$ cat src/rtl/stt_pkg.sv
`timescale 1ns / 1ps

package stt_pkg;

  localparam int NUM_TIMERS = 8;
  localparam int MS_PER_SEC = 1000;

  localparam int OP_W   = 3;
  localparam int IDX_W  = 3;
  localparam int SEC_W  = 16;
  localparam int MS_W   = 10;
  localparam int DLT_W  = 16;
  localparam int STAT_W = 2;

  localparam logic [MS_W-1:0]  MS_RESET          = MS_W'(980);
  localparam logic [SEC_W-1:0] SEC_RESET         = SEC_W'(16'hFFFE);
  localparam logic [SEC_W-1:0] MS_MODE_SEC_LIMIT = SEC_W'(65);

  localparam logic [OP_W-1:0] OP_TICK      = 3'd0;
  localparam logic [OP_W-1:0] OP_START_MS  = 3'd1;
  localparam logic [OP_W-1:0] OP_START_SEC = 3'd2;
  localparam logic [OP_W-1:0] OP_STOP      = 3'd3;
  localparam logic [OP_W-1:0] OP_RESTART   = 3'd4;
  localparam logic [OP_W-1:0] OP_CHECK     = 3'd5;

  localparam logic [STAT_W-1:0] ST_RUNNING  = 2'd0;
  localparam logic [STAT_W-1:0] ST_EXPIRED  = 2'd1;
  localparam logic [STAT_W-1:0] ST_INACTIVE = 2'd2;
  localparam logic [STAT_W-1:0] ST_DONE     = 2'd3;

  typedef struct packed {
    logic [SEC_W-1:0] start_sec;
    logic [MS_W-1:0]  start_ms;
    logic [DLT_W-1:0] delta_sec;
    logic [DLT_W-1:0] delta_msec;
    logic             expired;
  } timer_entry_t;

  typedef struct packed {
    logic [STAT_W-1:0] status;
    logic              set_expired;
  } chk_res_t;

endpackage

$ cat src/rtl/stt_timer_check.sv
`timescale 1ns / 1ps

module stt_timer_check (
  input  stt_pkg::timer_entry_t      entry_i,
  input  logic [stt_pkg::SEC_W-1:0]  sec_i,
  input  logic [stt_pkg::MS_W-1:0]   ms_i,
  output stt_pkg::chk_res_t          res_o
);
  import stt_pkg::*;

  logic [SEC_W-1:0] sec_diff;
  logic [DLT_W-1:0] ms_prod;
  logic [DLT_W-1:0] ms_elapsed;
  logic             sec_hit;
  logic             ms_hit;

  assign sec_diff = sec_i - entry_i.start_sec;
  // elapsed ms only matters modulo 2^16
  assign ms_prod    = sec_diff * DLT_W'(MS_PER_SEC);
  assign ms_elapsed = ms_prod + DLT_W'(ms_i) - DLT_W'(entry_i.start_ms);

  assign sec_hit = (sec_diff > entry_i.delta_sec) ||
                   ((sec_diff == entry_i.delta_sec) && (ms_i >= entry_i.start_ms));
  assign ms_hit  = (sec_diff > MS_MODE_SEC_LIMIT) || (ms_elapsed >= entry_i.delta_msec);

  always_comb begin
    res_o.status      = ST_RUNNING;
    res_o.set_expired = 1'b0;
    if (entry_i.expired) begin
      res_o.status = ST_EXPIRED;
    end else if (entry_i.delta_sec != '0) begin
      if (sec_hit) begin
        res_o.status      = ST_EXPIRED;
        res_o.set_expired = 1'b1;
      end
    end else if (entry_i.delta_msec != '0) begin
      if (ms_hit) begin
        res_o.status      = ST_EXPIRED;
        res_o.set_expired = 1'b1;
      end
    end else begin
      res_o.status = ST_INACTIVE;
    end
  end

endmodule

$ cat src/rtl/software_timeout_timer_bank_unit.sv
`timescale 1ns / 1ps
// Channel | Handshake               | Payload
// --------+-------------------------+----------------------------------
// in      | in_valid_i / in_stall_o | op_i, timer_index_i, delta_i
// out     | out_valid_o/ out_stall_i| status_o, now_sec_o, now_ms_o
//
// One item per cycle sustained while the output does not stall; an item passes the
// input register, then the timer bank update into the result register.
// The update of the time base and the addressed timer entry happens in the same
// cycle as the item moves into the result register.
// Reset: time base to 980 ms / 65534 s, all timers inactive.
// An output stall holds the result and stalls the input once the input
// register is full.

module software_timeout_timer_bank_unit (
  input  logic                        clk_i,
  input  logic                        rst_ni,
  input  logic                        in_valid_i,
  output logic                        in_stall_o,
  input  logic [stt_pkg::OP_W-1:0]    op_i,
  input  logic [stt_pkg::IDX_W-1:0]   timer_index_i,
  input  logic [stt_pkg::DLT_W-1:0]   delta_i,
  output logic                        out_valid_o,
  input  logic                        out_stall_i,
  output logic [stt_pkg::STAT_W-1:0]  status_o,
  output logic [stt_pkg::SEC_W-1:0]   now_sec_o,
  output logic [stt_pkg::MS_W-1:0]    now_ms_o
);
  import stt_pkg::*;

  logic              in_vld_q, in_vld_d;
  logic [OP_W-1:0]   op_q;
  logic [IDX_W-1:0]  idx_q;
  logic [DLT_W-1:0]  delta_q;
  logic              in_accept;
  logic              proc;

  logic [MS_W-1:0]   ms_q, ms_d;
  logic [SEC_W-1:0]  sec_q, sec_d;
  timer_entry_t      timer_q [NUM_TIMERS];
  timer_entry_t      timer_d [NUM_TIMERS];
  timer_entry_t      entry_sel;
  chk_res_t          chk_res;
  logic              idx_ok;

  logic              res_vld_q;
  logic [STAT_W-1:0] status_q, status_d;
  logic [SEC_W-1:0]  now_sec_q;
  logic [MS_W-1:0]   now_ms_q;

  assign proc       = in_vld_q && (!res_vld_q || !out_stall_i);
  assign in_stall_o = in_vld_q && !proc;
  assign in_accept  = in_valid_i && !in_stall_o;

  always_comb begin
    if (in_accept) begin
      in_vld_d = 1'b1;
    end else if (proc) begin
      in_vld_d = 1'b0;
    end else begin
      in_vld_d = in_vld_q;
    end
  end

  always_ff @(posedge clk_i or negedge rst_ni) begin
    if (!rst_ni) begin
      in_vld_q <= 1'b0;
    end else begin
      in_vld_q <= in_vld_d;
    end
  end

  always_ff @(posedge clk_i) begin
    if (in_accept) begin
      op_q    <= op_i;
      idx_q   <= timer_index_i;
      delta_q <= delta_i;
    end
  end

  assign idx_ok    = ({1'b0, idx_q} < (IDX_W+1)'(NUM_TIMERS));
  assign entry_sel = timer_q[idx_q];

  stt_timer_check u_check (
    .entry_i (entry_sel),
    .sec_i   (sec_q),
    .ms_i    (ms_q),
    .res_o   (chk_res)
  );

  always_comb begin
    ms_d     = ms_q;
    sec_d    = sec_q;
    timer_d  = timer_q;
    status_d = ST_DONE;
    if (op_q == OP_TICK) begin
      if (({1'b0, ms_q} + 1'b1) >= (MS_W+1)'(MS_PER_SEC)) begin
        ms_d  = '0;
        sec_d = sec_q + 1'b1;
      end else begin
        ms_d = ms_q + 1'b1;
      end
    end else if (op_q <= OP_CHECK) begin
      if (!idx_ok) begin
        status_d = ST_INACTIVE;
      end else begin
        case (op_q)
          OP_START_MS: begin
            timer_d[idx_q].expired    = 1'b0;
            timer_d[idx_q].delta_sec  = '0;
            timer_d[idx_q].delta_msec = delta_q;
            timer_d[idx_q].start_sec  = sec_q;
            timer_d[idx_q].start_ms   = ms_q;
          end
          OP_START_SEC: begin
            timer_d[idx_q].expired    = 1'b0;
            timer_d[idx_q].delta_msec = '0;
            timer_d[idx_q].delta_sec  = delta_q;
            timer_d[idx_q].start_sec  = sec_q;
            timer_d[idx_q].start_ms   = ms_q;
          end
          OP_STOP: begin
            timer_d[idx_q].expired    = 1'b0;
            timer_d[idx_q].delta_sec  = '0;
            timer_d[idx_q].delta_msec = '0;
          end
          OP_RESTART: begin
            timer_d[idx_q].expired = 1'b0;
            if (entry_sel.delta_sec == '0 && entry_sel.delta_msec == '0) begin
              status_d = ST_INACTIVE;
            end else begin
              timer_d[idx_q].start_sec = sec_q;
              timer_d[idx_q].start_ms  = ms_q;
            end
          end
          OP_CHECK: begin
            status_d = chk_res.status;
            if (chk_res.set_expired) begin
              timer_d[idx_q].expired = 1'b1;
            end
          end
          default: begin
            status_d = ST_DONE;
          end
        endcase
      end
    end
  end

  always_ff @(posedge clk_i or negedge rst_ni) begin
    if (!rst_ni) begin
      ms_q  <= MS_RESET;
      sec_q <= SEC_RESET;
      for (int i = 0; i < NUM_TIMERS; i++) begin
        timer_q[i] <= '0;
      end
    end else if (proc) begin
      ms_q    <= ms_d;
      sec_q   <= sec_d;
      timer_q <= timer_d;
    end
  end

  always_ff @(posedge clk_i or negedge rst_ni) begin
    if (!rst_ni) begin
      res_vld_q <= 1'b0;
    end else if (proc) begin
      res_vld_q <= 1'b1;
    end else if (!out_stall_i) begin
      res_vld_q <= 1'b0;
    end
  end

  always_ff @(posedge clk_i) begin
    if (proc) begin
      status_q  <= status_d;
      now_sec_q <= sec_d;
      now_ms_q  <= ms_d;
    end
  end

  assign out_valid_o = res_vld_q;
  assign status_o    = status_q;
  assign now_sec_o   = now_sec_q;
  assign now_ms_o    = now_ms_q;

endmodule
$ cat config.mk
export PLATFORM = sky130hd
export DESIGN_NAME = software_timeout_timer_bank_unit
export DESIGN_NICKNAME = d
export VERILOG_FILES = /design/src/rtl/stt_pkg.sv /design/src/rtl/stt_timer_check.sv /design/src/rtl/software_timeout_timer_bank_unit.sv
export SDC_FILE = /design/constraint.sdc
export NUM_CORES = 2
export LEC_CHECK = 0
export ABC_CLOCK_PERIOD_IN_PS = 13400
export BUFFER_PORTS_ARGS = -buffer_cell sky130_fd_sc_hd__buf_2
export CAP_MARGIN = 20
export CORE_ASPECT_RATIO = 1.5
export CORE_MARGIN = 1
export CORE_UTILIZATION = 33
export DETAILED_ROUTE_END_ITERATION = 16
export PLACE_DENSITY = 0.57
export SLEW_MARGIN = 25
export SYNTH_ARGS = -nofsm -noshare
export SYNTH_HDL_FRONTEND = slang
export SYNTH_HIERARCHICAL = 1
export SYNTH_SLANG_ARGS = --single-unit
$ cat constraint.sdc
create_clock -name clk_i -period 13.4 [get_ports clk_i]
set_input_delay 1.34 -clock clk_i [delete_from_list [all_inputs] [get_ports clk_i]]
set_output_delay 1.34 -clock clk_i [all_outputs]
set_load 0.005 [all_outputs]
==> results.md <==
- Final WL: 155,000 um
- Die boundary height: ~400 um
- Final setup fails: 0
- Via density: ~7.0
- Number of global-route vias before repair: 31,676
- Status: complete, no violations
- Clk root buf: clkbuf_16
- Mapped Nets: 3,671
- Max-slew violations: 0
- Min cycle time layout: 12,200 ps
- Top post-synthesis cells by area: dfrtp_1 (34%), a22o_1 (6.8%), a221o_1 (6.2%)
- WP data arrival: around 13,000 ps
- Final GP Congestion: ~0.94
- Worst Slack Setup Final: 1200 ps
- Synth Register Bits: between 500 and 600
- First-pass GRT wire length: approximately 230,000 um
- Post-synthesis instance total: ~3,500
- Final hold viol count: 0
- Final worst-path cycle share: between 90% and 100%
- CTS tree: built
- WP data required: 13,970 ps
- Clk_lat worst skew: 680 ps
- Reg clk slew, reported paths: roughly 70 ps
- EDFF count, synth: 50
- H-tree levels: 2
- Most frequent CP cell: ha_1
- Mapped cell area: 35,800 sq um
- Detailed-route via count: around 33,000
- Pre-CTS setup slack: approximately 1400 ps
- Post-Synth XOR/XNOR Area: under 10%
- Largest net degree at the start of global routing: approximately 140
- CTS Buf Count: 56
- Maxcap violations: 0
- Share of post-route cells with drive strength above 1: 17.7%
- Compound-Gate Fraction of Synth Area: a little over a third
- Setup Crit Path Kind: flop to flop
- Residual DRC: 0
- Worst-path maximum fanout: 85
- Aggregate global routing overflow: 0
- Syn_area_per_cell: 10.2 sq um
- Post-CTS sizing: 0
- Critical-path top delay cell: and3b_1
- Layout overhead on the synthesized area: 10.6%
- RSZ-0062 raised after global routing: false
- Post-synth top area share: about a third
- Largest family of logic cells by synthesized area: compound AO/OA/AOI/OAI gates
- Routed Antenna Nets: 0
- Cts hold-fix bufs: 0
- Max transition margin: between 15 and 20%
- Ys async rst share: 90.9%
- Most frequent cells in the layout: dfrtp_1 (479), a22o_1 (279), a221oi_1 (242)
- FMAX: a little over 0.08 GHz
- HP Class: flop to flop
- Ys flop type: dfrtp_1
- Cell taking the most area after synthesis: dfrtp_1
- Slowest stage delay, CP: between 800 and 900 ps
- Worst Setup End Kind: flop
- Finished Core Util: 36.9%
- Netlist cell types: 80
- Overall global routing resource usage: between 20% and 30%
- Chip width: ~270 um
- Worst R2R Path Depth: between 40 and 50
- Slew @ Worst Pin: 1250 ps
- Mux contribution to synthesized area: between 3 and 4%
- Total number of yosys warnings: 6
- Register area share after synthesis: approximately 39%
- Setup TNS: 0 ps
- Most common cell after layout, fill and taps aside: dfrtp_1
- Final nets: roughly 3,500
- Post-CTS setup buffer count: 0
- Fraction of the mapped netlist area in simple logic gates: under 10%
- Worst Hold Depth: 1
- HPWL Detailed: 96,000 um
- Initial antenna violation count: 3
- Setup Skew: 61.6 ps
- Top Ports: 56
- Rows: roughly 150
- Wirelength per Cell: about 32 um
- Synth Area in Adders: approximately 5.3%
- Initial core utilization: roughly 33%
- Core box area: 107,000 sq um
- Clock sink count: 550
- Die area: between 100,000 and 150,000 sq um
- TritonRoute pass-1 iters: 7
- Critical Path Source Type: flop
- Buffers on Ports: 55
- Initial drt markers: between 5,000 and 6,000
- Maximum root-to-sink buffer count: 3
## layout make-up
class                   instances  area [sq um]
flip-flops and latches        550         14000
clock buffers                  76          1610
fillers                     10520         67700
multi-input cells            2386         19700
repair buffers                217          1650
diodes                          1          2.50
clock inverters                29           335
well taps                    1415          1770
inverters                     127           477
## synth_stat cells (23+ instances only)
cell      count
a221o_1     221
mux2i_1      28
buf_2        23
clkbuf_1    380
o22ai_1     220
o21ai_0      67
ha_1         99
a211oi_2    131
mux2_2       44
a221oi_1    244
nand4_1      23
fa_1         32
nand3_1      57
edfxtp_1     50
a21oi_1      47
a22o_1      279
nor3_1      230
a211oi_1     87
xnor2_1      64
nor2_1       79
inv_1       126
a22oi_1      79
buf_1        26
nand2_1      73
dfrtp_1     479
## kinds of logic (layout without fill, tap and decap cells)
family,after synthesis,count (layout)
compound gates,1493,1493
simple gates,595,595
buf+inv,578,449
flops,550,550
fa+ha+maj,132,132
mux,90,90
xor+xnor,76,76
other cells,0,1
## worst max-delay path, delay by kind of cell, from the launching register on
kind	cells	cell delay, ps
buffers and inverters	7	1260
adders and majority gates	8	3230
xor gates and xnor gates	1	220
AOI/OAI and AO/OA	15	3980
and+or+nand+nor	11	2720
DFF	1	590
## stage by stage
step	hold slack, ps	instance area (sq um)	std cells
global route	506	39600	4800
global placement	465	37500	4693
detailed placement	475	37600	4694
CTS	491	39500	4799
floorplan	457	35800	3514
finish	492	39600	4801
## path summary, 6_finish.rpt
path	startpoint	to	slack [ps]
worst min register to register	in_vld_q	out_valid_o	490
worst max-delay path	idx_q[1]	timer_q[117]	1200
min in group asynchronous	rst_ni	asynchronous set/reset pin	590
max in group asynchronous	rst_ni	timer_q[218]	10640
worst max register to register	idx_q[1]	timer_q[117]	1200
worst min-delay path	in_vld_q	out_valid_o	490
## metal layers
layer  vias up  wire (um)  share of wire (%)  global-route usage [%]
li1      13840          -                  -                       -
met1     16904      55000                 36                    32.1
met2      2099      70700                 46                    43.7
met3       528      13200                8.6                    5.46
met4         4      15500                 10                    22.9
met5         -         92              0.060                   0.491
Power is not shown: default switching activity piles up to over one toggle a cycle in this logic, so the estimate is an artifact.
